$ cat src/hw/rtl/ps2_mouse_packet_tracker_defines.svh
// Assertion macros shared by the PS/2 mouse packet tracker RTL.
`ifndef PS2_MOUSE_PACKET_TRACKER_DEFINES_SVH
`define PS2_MOUSE_PACKET_TRACKER_DEFINES_SVH

// Property checked on every rising aclk edge outside of reset.
`define PS2MT_ASSERT(name, prop, msg) \
    name: assert property (@(posedge aclk) disable iff (!aresetn) prop) else $error(msg);

// Condition that must never be seen outside of reset.
`define PS2MT_ASSERT_NEVER(name, cond, msg) \
    name: assert property (@(posedge aclk) disable iff (!aresetn) !(cond)) else $error(msg);

`endif

$ cat src/hw/rtl/ps2mt_pkg.sv
// Shared types, constants and helpers for the PS/2 mouse packet tracker.
package ps2mt_pkg;

    // Bit positions inside the flags byte (first byte of a packet)
    localparam int ALWAYS_ONE_IDX = 3;
    localparam int X_SIGN_IDX     = 4;
    localparam int Y_SIGN_IDX     = 5;
    localparam int X_OVF_IDX      = 6;
    localparam int Y_OVF_IDX      = 7;
    localparam int BUTTON_W       = 3;

    // Wheel byte: sign-magnitude, magnitude in the low bits
    localparam int Z_MAG_W        = 3;
    localparam int Z_SIGN_IDX     = 3;

    // Motion used when a packet flags an axis overflow
    localparam logic signed [9:0] OVF_POS_DELTA = 10'sd127;
    localparam logic signed [9:0] OVF_NEG_DELTA = -10'sd128;

    // Configuration register indexes
    typedef enum logic [0:0] {
        CFG_FOUR_BYTE_PACKETS = 1'b0,
        CFG_WHEEL_ENABLED     = 1'b1
    } cfg_index_t;

    // Position of the next byte inside a packet
    typedef enum logic [1:0] {
        POS_FLAGS = 2'd0,
        POS_X     = 2'd1,
        POS_Y     = 2'd2,
        POS_Z     = 2'd3
    } byte_pos_t;

    // Completed packet handed from the assembler to the accumulator
    typedef struct packed {
        logic [7:0] flags;
        logic [7:0] x_data;
        logic [7:0] y_data;
        logic [7:0] z_data;
        logic       have_z;
    } ps2mt_packet_t;

    // Signed motion of one axis from its data byte and flag bits
    function automatic logic signed [9:0] axis_delta(
        input logic       sign_bit,
        input logic       ovf_bit,
        input logic       invert,
        input logic [7:0] data
    );
        logic signed [9:0] d;
        d = $signed({sign_bit, sign_bit, data});
        if (ovf_bit) begin
            return sign_bit ? OVF_NEG_DELTA : OVF_POS_DELTA;
        end
        return invert ? -d : d;
    endfunction

endpackage

$ cat src/hw/rtl/ps2mt_assembler.sv
// Gathers received bytes into 3- or 4-byte mouse packets.
module ps2mt_assembler (
    input  logic                    aclk,
    input  logic                    aresetn,
    input  logic                    s_valid,
    output logic                    s_ready,
    input  logic [7:0]              s_rx_byte,
    input  logic                    four_byte_packets,
    input  logic                    wheel_enabled,
    output logic                    pkt_valid,
    input  logic                    pkt_ready,
    output ps2mt_pkg::ps2mt_packet_t pkt
);
    import ps2mt_pkg::*;

    byte_pos_t     pos_reg, pos_next;
    logic [7:0]    bytes_reg [3];
    logic          store_en;
    logic          accept;
    byte_pos_t     last_pos;
    logic          pkt_valid_reg, pkt_valid_next;
    ps2mt_packet_t pkt_reg, pkt_next;

    assign s_ready  = !pkt_valid_reg || pkt_ready;
    assign accept   = s_valid && s_ready;
    assign last_pos = four_byte_packets ? POS_Z : POS_Y;

    // Sequence the bytes of a packet; emit it on the last byte
    always_comb begin
        pos_next       = pos_reg;
        store_en       = 1'b0;
        pkt_valid_next = pkt_valid_reg && !pkt_ready;
        pkt_next       = pkt_reg;
        if (accept) begin
            if (pos_reg == POS_FLAGS && !s_rx_byte[ALWAYS_ONE_IDX]) begin
                // out of sync: drop until a plausible flags byte
                pos_next = POS_FLAGS;
            end else if (pos_reg < last_pos) begin
                store_en = 1'b1;
                pos_next = byte_pos_t'(pos_reg + 2'd1);
            end else begin
                pkt_valid_next  = 1'b1;
                pkt_next.flags  = bytes_reg[0];
                pkt_next.x_data = bytes_reg[1];
                pkt_next.y_data = (pos_reg == POS_Y) ? s_rx_byte : bytes_reg[2];
                pkt_next.z_data = s_rx_byte;
                pkt_next.have_z = (pos_reg == POS_Z) && four_byte_packets && wheel_enabled;
                pos_next        = POS_FLAGS;
            end
        end
    end

    // Control state
    always_ff @(posedge aclk) begin
        if (!aresetn) begin
            pos_reg       <= POS_FLAGS;
            pkt_valid_reg <= 1'b0;
        end else begin
            pos_reg       <= pos_next;
            pkt_valid_reg <= pkt_valid_next;
        end
    end

    // Packet byte store and packet register (payload, no reset)
    always_ff @(posedge aclk) begin
        for (int i = 0; i < 3; i++) begin
            if (store_en && pos_reg == byte_pos_t'(i)) begin
                bytes_reg[i] <= s_rx_byte;
            end
        end
        pkt_reg <= pkt_next;
    end

    assign pkt_valid = pkt_valid_reg;
    assign pkt       = pkt_reg;

endmodule

$ cat src/hw/rtl/ps2mt_accumulator.sv
// Applies a completed packet to the button state and X/Y/Z positions.
`include "ps2_mouse_packet_tracker_defines.svh"

module ps2mt_accumulator #(
    parameter int POS_WIDTH = 16
) (
    input  logic                        aclk,
    input  logic                        aresetn,
    input  logic                        pkt_valid,
    output logic                        pkt_ready,
    input  ps2mt_pkg::ps2mt_packet_t    pkt,
    output logic                        m_valid,
    input  logic                        m_ready,
    output logic [POS_WIDTH-1:0]        m_x_position,
    output logic [POS_WIDTH-1:0]        m_y_position,
    output logic signed [POS_WIDTH-1:0] m_z_position,
    output logic [ps2mt_pkg::BUTTON_W-1:0] m_button_bits
);
    import ps2mt_pkg::*;

    localparam int SUM_W = POS_WIDTH + 2;

    logic                        load;
    logic                        m_valid_reg, m_valid_next;
    logic [POS_WIDTH-1:0]        x_accum_reg, x_accum_next;
    logic [POS_WIDTH-1:0]        y_accum_reg, y_accum_next;
    logic signed [POS_WIDTH-1:0] z_accum_reg, z_accum_next;
    logic [BUTTON_W-1:0]         buttons_reg;
    logic signed [9:0]           x_delta, y_delta;
    logic signed [3:0]           z_delta;
    logic signed [SUM_W-1:0]     x_sum, y_sum;
    logic signed [POS_WIDTH:0]   z_sum;

    assign pkt_ready    = !m_valid_reg || m_ready;
    assign load         = pkt_valid && pkt_ready;
    assign m_valid_next = load || (m_valid_reg && !m_ready);

    // Per-axis motion
    always_comb begin
        x_delta = axis_delta(pkt.flags[X_SIGN_IDX], pkt.flags[X_OVF_IDX], 1'b0, pkt.x_data);
        y_delta = axis_delta(pkt.flags[Y_SIGN_IDX], pkt.flags[Y_OVF_IDX], 1'b1, pkt.y_data);
        z_delta = pkt.z_data[Z_SIGN_IDX] ? -$signed({1'b0, pkt.z_data[Z_MAG_W-1:0]})
                                         :  $signed({1'b0, pkt.z_data[Z_MAG_W-1:0]});
    end

    // X/Y: clamp at zero, saturate at all ones
    always_comb begin
        x_sum = $signed({2'b00, x_accum_reg}) + SUM_W'(x_delta);
        y_sum = $signed({2'b00, y_accum_reg}) + SUM_W'(y_delta);
        if (x_sum[SUM_W-1]) begin
            x_accum_next = '0;
        end else if (x_sum[SUM_W-2]) begin
            x_accum_next = '1;
        end else begin
            x_accum_next = x_sum[POS_WIDTH-1:0];
        end
        if (y_sum[SUM_W-1]) begin
            y_accum_next = '0;
        end else if (y_sum[SUM_W-2]) begin
            y_accum_next = '1;
        end else begin
            y_accum_next = y_sum[POS_WIDTH-1:0];
        end
    end

    // Z: signed saturation both ways, only with wheel data
    always_comb begin
        z_sum = $signed({z_accum_reg[POS_WIDTH-1], z_accum_reg}) + (POS_WIDTH+1)'(z_delta);
        if (!pkt.have_z) begin
            z_accum_next = z_accum_reg;
        end else if (z_sum[POS_WIDTH] != z_sum[POS_WIDTH-1]) begin
            z_accum_next = z_sum[POS_WIDTH] ? {1'b1, {(POS_WIDTH-1){1'b0}}}
                                            : {1'b0, {(POS_WIDTH-1){1'b1}}};
        end else begin
            z_accum_next = z_sum[POS_WIDTH-1:0];
        end
    end

    // Accumulators double as the result register
    always_ff @(posedge aclk) begin
        if (!aresetn) begin
            m_valid_reg <= 1'b0;
            x_accum_reg <= '0;
            y_accum_reg <= '0;
            z_accum_reg <= '0;
            buttons_reg <= '0;
        end else begin
            m_valid_reg <= m_valid_next;
            if (load) begin
                x_accum_reg <= x_accum_next;
                y_accum_reg <= y_accum_next;
                z_accum_reg <= z_accum_next;
                buttons_reg <= pkt.flags[BUTTON_W-1:0];
            end
        end
    end

    assign m_valid       = m_valid_reg;
    assign m_x_position  = x_accum_reg;
    assign m_y_position  = y_accum_reg;
    assign m_z_position  = z_accum_reg;
    assign m_button_bits = buttons_reg;

    `PS2MT_ASSERT(a_load_gives_result, (pkt_valid && pkt_ready) |=> m_valid, "packet lost")
    `PS2MT_ASSERT_NEVER(a_empty_output_stalls, !m_valid_reg && !pkt_ready, "empty slot stalled")
    `PS2MT_ASSERT(a_position_held, !(pkt_valid && pkt_ready) |=> ($stable(x_accum_reg) && $stable(y_accum_reg) && $stable(z_accum_reg)), "position moved without packet")

endmodule

$ cat src/hw/rtl/ps2_mouse_packet_tracker.sv
// Top level of the PS/2 mouse packet tracker.
// Takes one received byte per cycle; a request is accepted every cycle unless the output stalls.
// After its last byte is accepted, the result of a packet passes through the packet register,
// then the accumulator/result register, before it is valid.
// Throughput: one byte per cycle unless the output stalls, one result per completed packet (3 or 4 bytes).
// Reset (aresetn low, synchronous): positions, buttons, byte position and config clear.
module ps2_mouse_packet_tracker #(
    parameter int POS_WIDTH = 16
) (
    input  logic                        aclk,
    input  logic                        aresetn,
    // configuration
    input  logic                        cfg_wr_en,
    input  ps2mt_pkg::cfg_index_t       cfg_index,
    input  logic                        cfg_wdata,
    // received bytes
    input  logic                        s_valid,
    output logic                        s_ready,
    input  logic [7:0]                  s_rx_byte,
    // results
    output logic                        m_valid,
    input  logic                        m_ready,
    output logic [POS_WIDTH-1:0]        m_x_position,
    output logic [POS_WIDTH-1:0]        m_y_position,
    output logic signed [POS_WIDTH-1:0] m_z_position,
    output logic [ps2mt_pkg::BUTTON_W-1:0] m_button_bits
);
    import ps2mt_pkg::*;

    logic          four_byte_packets_reg;
    logic          wheel_enabled_reg;
    logic          pkt_valid;
    logic          pkt_ready;
    ps2mt_packet_t pkt;

    // Configuration registers
    always_ff @(posedge aclk) begin
        if (!aresetn) begin
            four_byte_packets_reg <= 1'b0;
            wheel_enabled_reg     <= 1'b0;
        end else if (cfg_wr_en) begin
            unique case (cfg_index)
                CFG_FOUR_BYTE_PACKETS: four_byte_packets_reg <= cfg_wdata;
                CFG_WHEEL_ENABLED:     wheel_enabled_reg     <= cfg_wdata;
                default:               ;
            endcase
        end
    end

    ps2mt_assembler u_assembler (
        .aclk              (aclk),
        .aresetn           (aresetn),
        .s_valid           (s_valid),
        .s_ready           (s_ready),
        .s_rx_byte         (s_rx_byte),
        .four_byte_packets (four_byte_packets_reg),
        .wheel_enabled     (wheel_enabled_reg),
        .pkt_valid         (pkt_valid),
        .pkt_ready         (pkt_ready),
        .pkt               (pkt)
    );

    ps2mt_accumulator #(
        .POS_WIDTH (POS_WIDTH)
    ) u_accumulator (
        .aclk          (aclk),
        .aresetn       (aresetn),
        .pkt_valid     (pkt_valid),
        .pkt_ready     (pkt_ready),
        .pkt           (pkt),
        .m_valid       (m_valid),
        .m_ready       (m_ready),
        .m_x_position  (m_x_position),
        .m_y_position  (m_y_position),
        .m_z_position  (m_z_position),
        .m_button_bits (m_button_bits)
    );

endmodule
$ cat config.mk
export PLATFORM = sky130hd
export DESIGN_NAME = ps2_mouse_packet_tracker
export DESIGN_NICKNAME = d
export VERILOG_FILES = /design/src/hw/rtl/ps2mt_pkg.sv /design/src/hw/rtl/ps2mt_assembler.sv /design/src/hw/rtl/ps2mt_accumulator.sv /design/src/hw/rtl/ps2_mouse_packet_tracker.sv
export VERILOG_INCLUDE_DIRS = /design/src /design/src/hw/rtl
export SDC_FILE = /design/constraint.sdc
export NUM_CORES = 1
export LEC_CHECK = 0
export ABC_AREA = 1
export BUFFER_PORTS_ARGS = -buffer_cell sky130_fd_sc_hd__buf_2
export CAP_MARGIN = 0
export CORE_MARGIN = 3
export CORE_UTILIZATION = 61
export DETAILED_ROUTE_END_ITERATION = 16
export GPL_TIMING_DRIVEN = 0
export PLACE_DENSITY_LB_ADDON = 0.25
export SLEW_MARGIN = 10
export SYNTH_ARGS = -nofsm -noshare
export SYNTH_HDL_FRONTEND = slang
export SYNTH_SLANG_ARGS = --single-unit
$ cat constraint.sdc
create_clock -name aclk -period 4.7 [get_ports aclk]
set_input_delay 0.47 -clock aclk [delete_from_list [all_inputs] [get_ports aclk]]
set_output_delay 0.47 -clock aclk [all_outputs]
set_load 0.1 [all_outputs]
Word level (Yosys, flattened, before mapping):

Memory sizes are Yosys's and may differ from the RTL's. A register that Yosys moved wholly into a read port is not among the register bits.
Cells that the tools add are included.

* register bits: 70
* RAM bits: 24
* bits of input ports: 15
* output and inout bits: 53
* logic and storage cells: 89
* memories: 1

* add/subtract/negate cells: 6
* magnitude comparators: 1
* equality and inequality tests: 4
* mux-type cells: 37
* bitwise gates (word level): 3
* reduce and logical (&&, ||, !) cells: 25

Memory list
* u_assembler.bytes_reg: depth 3, bits a word 8, rd ports 3, clocked after memory_dff 2, write ports 1, line ps2mt_assembler.sv:17 `logic [7:0] bytes_reg [3];`

Operators with widths (count)
* 16-bit 2-to-1 mux: 6
* 10-bit 2-to-1 mux: 6
* 17-bit by 10-bit adder with 18-bit output: 2
* 8-bit 2-to-1 mux: 3
* 16-bit by 4-bit adder with 17-bit output: 1
* 1-bit 2-to-1 mux: 17
* 8-bit OR reduction: 2
* 1-bit logical AND: 10
* 9-bit negation with 10-bit output: 1
* 2-bit 2-to-1 mux: 4
* 2-bit AND reduction: 3
* 1-bit zero test: 5
* 2-bit == test (second input constant): 2
* 4-bit 2-to-1 mux: 1
* 3-bit negation with 4-bit output: 1
* 1-bit logical OR: 3
* 1-bit NOT: 3
* 3-bit AND reduction: 1
* 2-bit by 1-bit adder with 2-bit output (second input constant): 1
* 2-bit by 1-bit == test with 1-bit output (second input constant): 1
* 2-bit zero test: 1
* 2-bit less-than comparator: 1
* 1-bit != test: 1

Longest topological paths before layout:

* depth after elaboration: 11
* mapped depth: 21
* mapped depth without buffers: 20

By module:

From an unflattened synthesis, not the netlist that was laid out.

* cells, all modules: 1011
* area, all modules: 7736.2 um^2

Modules (own cells, without submodules)
* ps2mt_accumulator: instances 1, cells each 883, area each 5582.9 um^2
* ps2mt_assembler: instances 1, cells each 116, area each 2065.7 um^2
* ps2_mouse_packet_tracker: instances 1, cells each 12, area each 87.6 um^2

Worst setup path before layout:

Ideal clock, no wire load.

* kind: reg2reg
* start point: register u_accumulator.m_valid_reg (netlist: u_accumulator.m_valid)
* end point: register u_assembler.pkt_reg (netlist bit u_assembler.pkt[0]), enable pin
* library setup time: 457 ps
* arrival: 3961 ps
* slack: 282 ps
* stages on the path, launching flop included: 6
* period minus slack after synthesis: 4418 ps
* path through: dfxtp_1 nand2_1 nor2_1 inv_1 nand2_1 nor3b_1

* longest elaborated chain between the ends: 5

Ends and longest elaborated chain
* from (decl): line ps2mt_accumulator.sv:24 `logic m_valid_reg, m_valid_next;`
* from (signal assigned): line ps2mt_accumulator.sv:88 `m_valid_reg <= m_valid_next;`
* 1-bit zero test: line ps2mt_accumulator.sv:34 `assign pkt_ready = !m_valid_reg || m_ready;`
* 1-bit logical OR: line ps2mt_accumulator.sv:34
* 1-bit logical OR: line ps2mt_assembler.sv:24 `assign s_ready = !pkt_valid_reg || pkt_ready;`
* named net s_ready: line ps2_mouse_packet_tracker.sv:18 `output logic s_ready,`
* 1-bit logical AND: line ps2mt_assembler.sv:25 `assign accept = s_valid && s_ready;`
* 3-bit AND reduction (no line)
* to (signal assigned): line ps2mt_assembler.sv:71 `pkt_reg <= pkt_next;`
* to (decl): line ps2mt_assembler.sv:22 `ps2mt_packet_t pkt_reg, pkt_next;`

The timed path passes the listed nets, and every way through them passes these cells.
A chain may end at the register's enable or synchronous reset.

Worst setup path after layout:

* start point: register, netlist name u_assembler.pkt[29]
* end point: register u_accumulator.x_accum_reg[2] (netlist: u_accumulator.m_x_position[2])

* longest elaborated chain between the ends: 6

Ends and longest elaborated chain
* 10-bit 2-to-1 mux: line ps2mt_pkg.sv:53 `return sign_bit ? OVF_NEG_DELTA : OVF_POS_DELTA;`
* 10-bit 2-to-1 mux: line ps2mt_pkg.sv:52 `if (ovf_bit) begin`
* 10-bit 2-to-1 mux *: line ps2mt_pkg.sv:55 `return invert ? -d : d;`
* 17-bit by 10-bit adder with 18-bit output *: line ps2mt_accumulator.sv:48 `x_sum = $signed({2'b00, x_accum_reg}) + SUM_W'(x_delta);`
* 16-bit 2-to-1 mux: line ps2mt_accumulator.sv:52 `end else if (x_sum[SUM_W-2]) begin`
* 16-bit 2-to-1 mux *: line ps2mt_accumulator.sv:50 `if (x_sum[SUM_W-1]) begin`
* to (signal assigned): line ps2mt_accumulator.sv:90 `x_accum_reg <= x_accum_next;`
* to (decl): line ps2mt_accumulator.sv:25 `logic [POS_WIDTH-1:0] x_accum_reg, x_accum_next;`

Mark *: on every way between the ends. The rest lies on a longest branch, timed or not. The select of a mux whose other input is x is not followed.

==> results.yml <==
synthesis:
  synth-xor-area-share: 0.0372
  synth-seq-cells: 108
  synthAdderAreaFrac: 0.106
  synth_nets: 1067
  synth_compound_area_frac: 0.111
  synth_mux_area_frac: 0
  postSynthAreaPerCell_um2: 7.37
  synth_top_family_by_area: "simple AND/OR/NAND/NOR gates"
  synthCells: 992
  syn_area_mm2: 0.00731
  synth.yosys.seq_area_share: 0.366
  ys_types: 41
  yosys_warnings: 0
  synth-simple-area-share: 0.309
pwr:
  totalPowerFinal_mw: 1.89
  powerDensity_mw_per_mm2: 232
  peakVddDrop_v: 0.000293
  leakage_nw: 3.97
routing:
  routedWlPerCell_um: 14.0
  viasPerCell: 5.47
  drc_errors: 0
  wirelength_um: 17100
  first_pass_iters: 6
  drtAntennaViolNets: 0
  drt_iter0_markers: 549
  vias: 6676
placement:
  dp_hpwl_um: 13000
  dp_cells: 1204
  placed_area_mm2: 0.00785
  io_buffers: 67
  place_ws_ns: 1.42
  gp_routability_congestion: 0.938
layout:
  nFillCells: 945
  antennaDiodeCount: 0
  layout-drive-gt1-share: 0.133
  final_nets: 1147
  ff_latch_area_mm2: 0.00267
  fin_cells: 1220
  area_growth_syn_to_layout_pct: 11.4
  utilization: 0.704
  largest_reg_flops: 28
  multi_input_area_mm2: 0.00412
  final_area_mm2: 0.00814
clock_network:
  cts-resized-gates: 0
  cts_setup_buffers: 0
  cts_buffer_depth: 2
  clkSinkCount: 108
  path_clk_slew_ns: 0.08
  cts_tree: "done"
  htreeDepth: 3
  hold_buffers: 0
  clk_latency_ns: 0.36
  root_buffer: "clkbuf_16"
  tritoncts.num_buffers: 9
timing:
  setup_viol: 0
  finalHoldViolCount: 0
  setup_tns_ns: 0
  max_freq_ghz: 0.316
  min_period_over_period: 0.674
  relSlewSlack: 0.487
  layout_min_cycle_time_ns: 3.17
  whs_ns: 0.354
  grt_setup_unrepaired: "no"
  layout_setup_ws_ns: 1.53
  finalClockSkew_ns: 0.0139
  maxSlewViolCount: 0
  tightest_slew_ns: 0.766
floorplan:
  fp.coreArea_mm2: 0.0116
  start_util: 0.632
  fp.dieH_um: 115
  dieArea_mm2: 0.0133
  dieWidth_um: 115
  rows: 39
  io_pins: 68
global_route:
  grt-ovfl-total: 0
  grt_pass1_vias: 6128
  antenna_found_initial: 0
  grtUsageTotal: 0.262
  grt_pass1_wl_um: 28200
  grt_max_degree: 20
critical_path:
  crit_fanout: 13
  endpoint_kind: "flop"
  start_kind: "flop"
  required_ns: 4.91
  r2r_slack_ns: 1.53
  critical_path_arrival_ns: 3.38
  crit_type: "reg -> reg"
run:
  max_cap_violations: 0
outcome:
  status: "complete, no violations"
worst_hold_path:
  hold_class: "in -> reg"
==> critical path, cell delays in order (launching register included) <==
cell	delay, ns
edfxtp_1	0.63
nand2_1	0.18
inv_1	0.11
nor2_1	0.11
ha_1	0.21
inv_1	0.07
fa_1	0.40
inv_1	0.12
nand3_1	0.08
nand3_1	0.12
nand2_1	0.08
nand2_2	0.10
nand2_1	0.08
nand2_1	0.07
nand2_1	0.05
nand2_2	0.19
buf_4	0.23
nand2_1	0.07
nand3_1	0.07
a21oi_1	0.06
==> placed cells by master (no fill, tap or decap), types with 2 or more instances in the layout <==
| cell | n |
|---|---|
| a21oi_4 | 2 |
| buf_4 | 2 |
| xnor2_1 | 16 |
| inv_1 | 100 |
| nand2_2 | 11 |
| a21oi_2 | 16 |
| nand2_4 | 3 |
| fa_1 | 3 |
| clkbuf_1 | 12 |
| nand4_1 | 5 |
| clkbuf_16 | 9 |
| xor2_1 | 15 |
| o21bai_1 | 4 |
| nand3_2 | 4 |
| ha_1 | 57 |
| dfxtp_1 | 57 |
| clkinv_4 | 2 |
| nand3_1 | 74 |
| a31oi_1 | 2 |
| buf_6 | 6 |
| o21ai_0 | 35 |
| or2_2 | 2 |
| nor2_2 | 3 |
| edfxtp_1 | 51 |
| nand2_1 | 315 |
| nand3b_1 | 8 |
| and2_1 | 3 |
| a21oi_1 | 80 |
| nor3_1 | 10 |
| inv_2 | 4 |
| nor2_1 | 80 |
| buf_2 | 71 |
==> cell type report <==
cell class	instances	area share
clock buffer	10	0.0281
sequential	108	0.328
clock inverter	6	0.00723
tap	143	0.0220
buffer	21	0.0154
timing repair buffer	69	0.0435
inverter	105	0.0484
multi-input combinational	758	0.507
==> power by group <==
| group | switching [mW] | internal [mW] |
|---|---|---|
| clock | 0.372 | 0.372 |
| sequential | 0.00777 | 0.999 |
| combinational | 0.0982 | 0.0374 |
==> cells in the mapped netlist (all sizes together) <==
| master | count | area (um2) |
|---|---|---|
| fa | 3 | 60.1 |
| and2 | 3 | 18.8 |
| nor4 | 1 | 6.26 |
| or2 | 3 | 18.8 |
| xor2 | 15 | 131 |
| ha | 57 | 713 |
| o31ai | 1 | 7.51 |
| xnor2 | 16 | 140 |
| nand2 | 329 | 1280 |
| clkbuf | 11 | 41.3 |
| o21bai | 4 | 30.0 |
| o211ai | 1 | 7.51 |
| inv | 104 | 390 |
| dfxtp | 57 | 1140 |
| nand3 | 78 | 410 |
| o21ai | 35 | 175 |
| nand3b | 9 | 80.1 |
| clkinv | 1 | 3.75 |
| buf | 10 | 83.8 |
| nand4 | 5 | 31.3 |
| a31oi | 2 | 12.5 |
| a22oi | 1 | 7.51 |
| edfxtp | 51 | 1530 |
| a21oi | 98 | 569 |
| nor3 | 11 | 66.3 |
| nor3b | 1 | 7.51 |
| and3 | 1 | 6.26 |
| nor2 | 84 | 330 |
==> worst paths after layout <==
check,startpoint,end,cells past startpoint
setup / recovery,u_assembler.pkt[29],u_accumulator.m_x_position[2],19
hold / removal,s_rx_byte[5],u_assembler.bytes_reg[1][5],1
setup reg to reg,u_assembler.pkt[29],u_accumulator.m_x_position[2],19
hold reg to reg,u_assembler.bytes_reg[1][6],u_assembler.pkt[23],0
==> layer usage <==
metal  GRT usage  routed length (um)  share of wire
met5           0                   0              0
met4      0.0845                 357          0.021
met3      0.0486                1050          0.062
met2       0.429                7810           0.46
met1       0.355                7870           0.46
==> cell families after synthesis <==
kind of cell | after synthesis
compound gates | 142
xor+xnor | 31
fa+ha+maj | 60
buf+inv | 126
flops | 108
simple gates | 525
No activity file was read; power rests on OpenSTA's default activity.
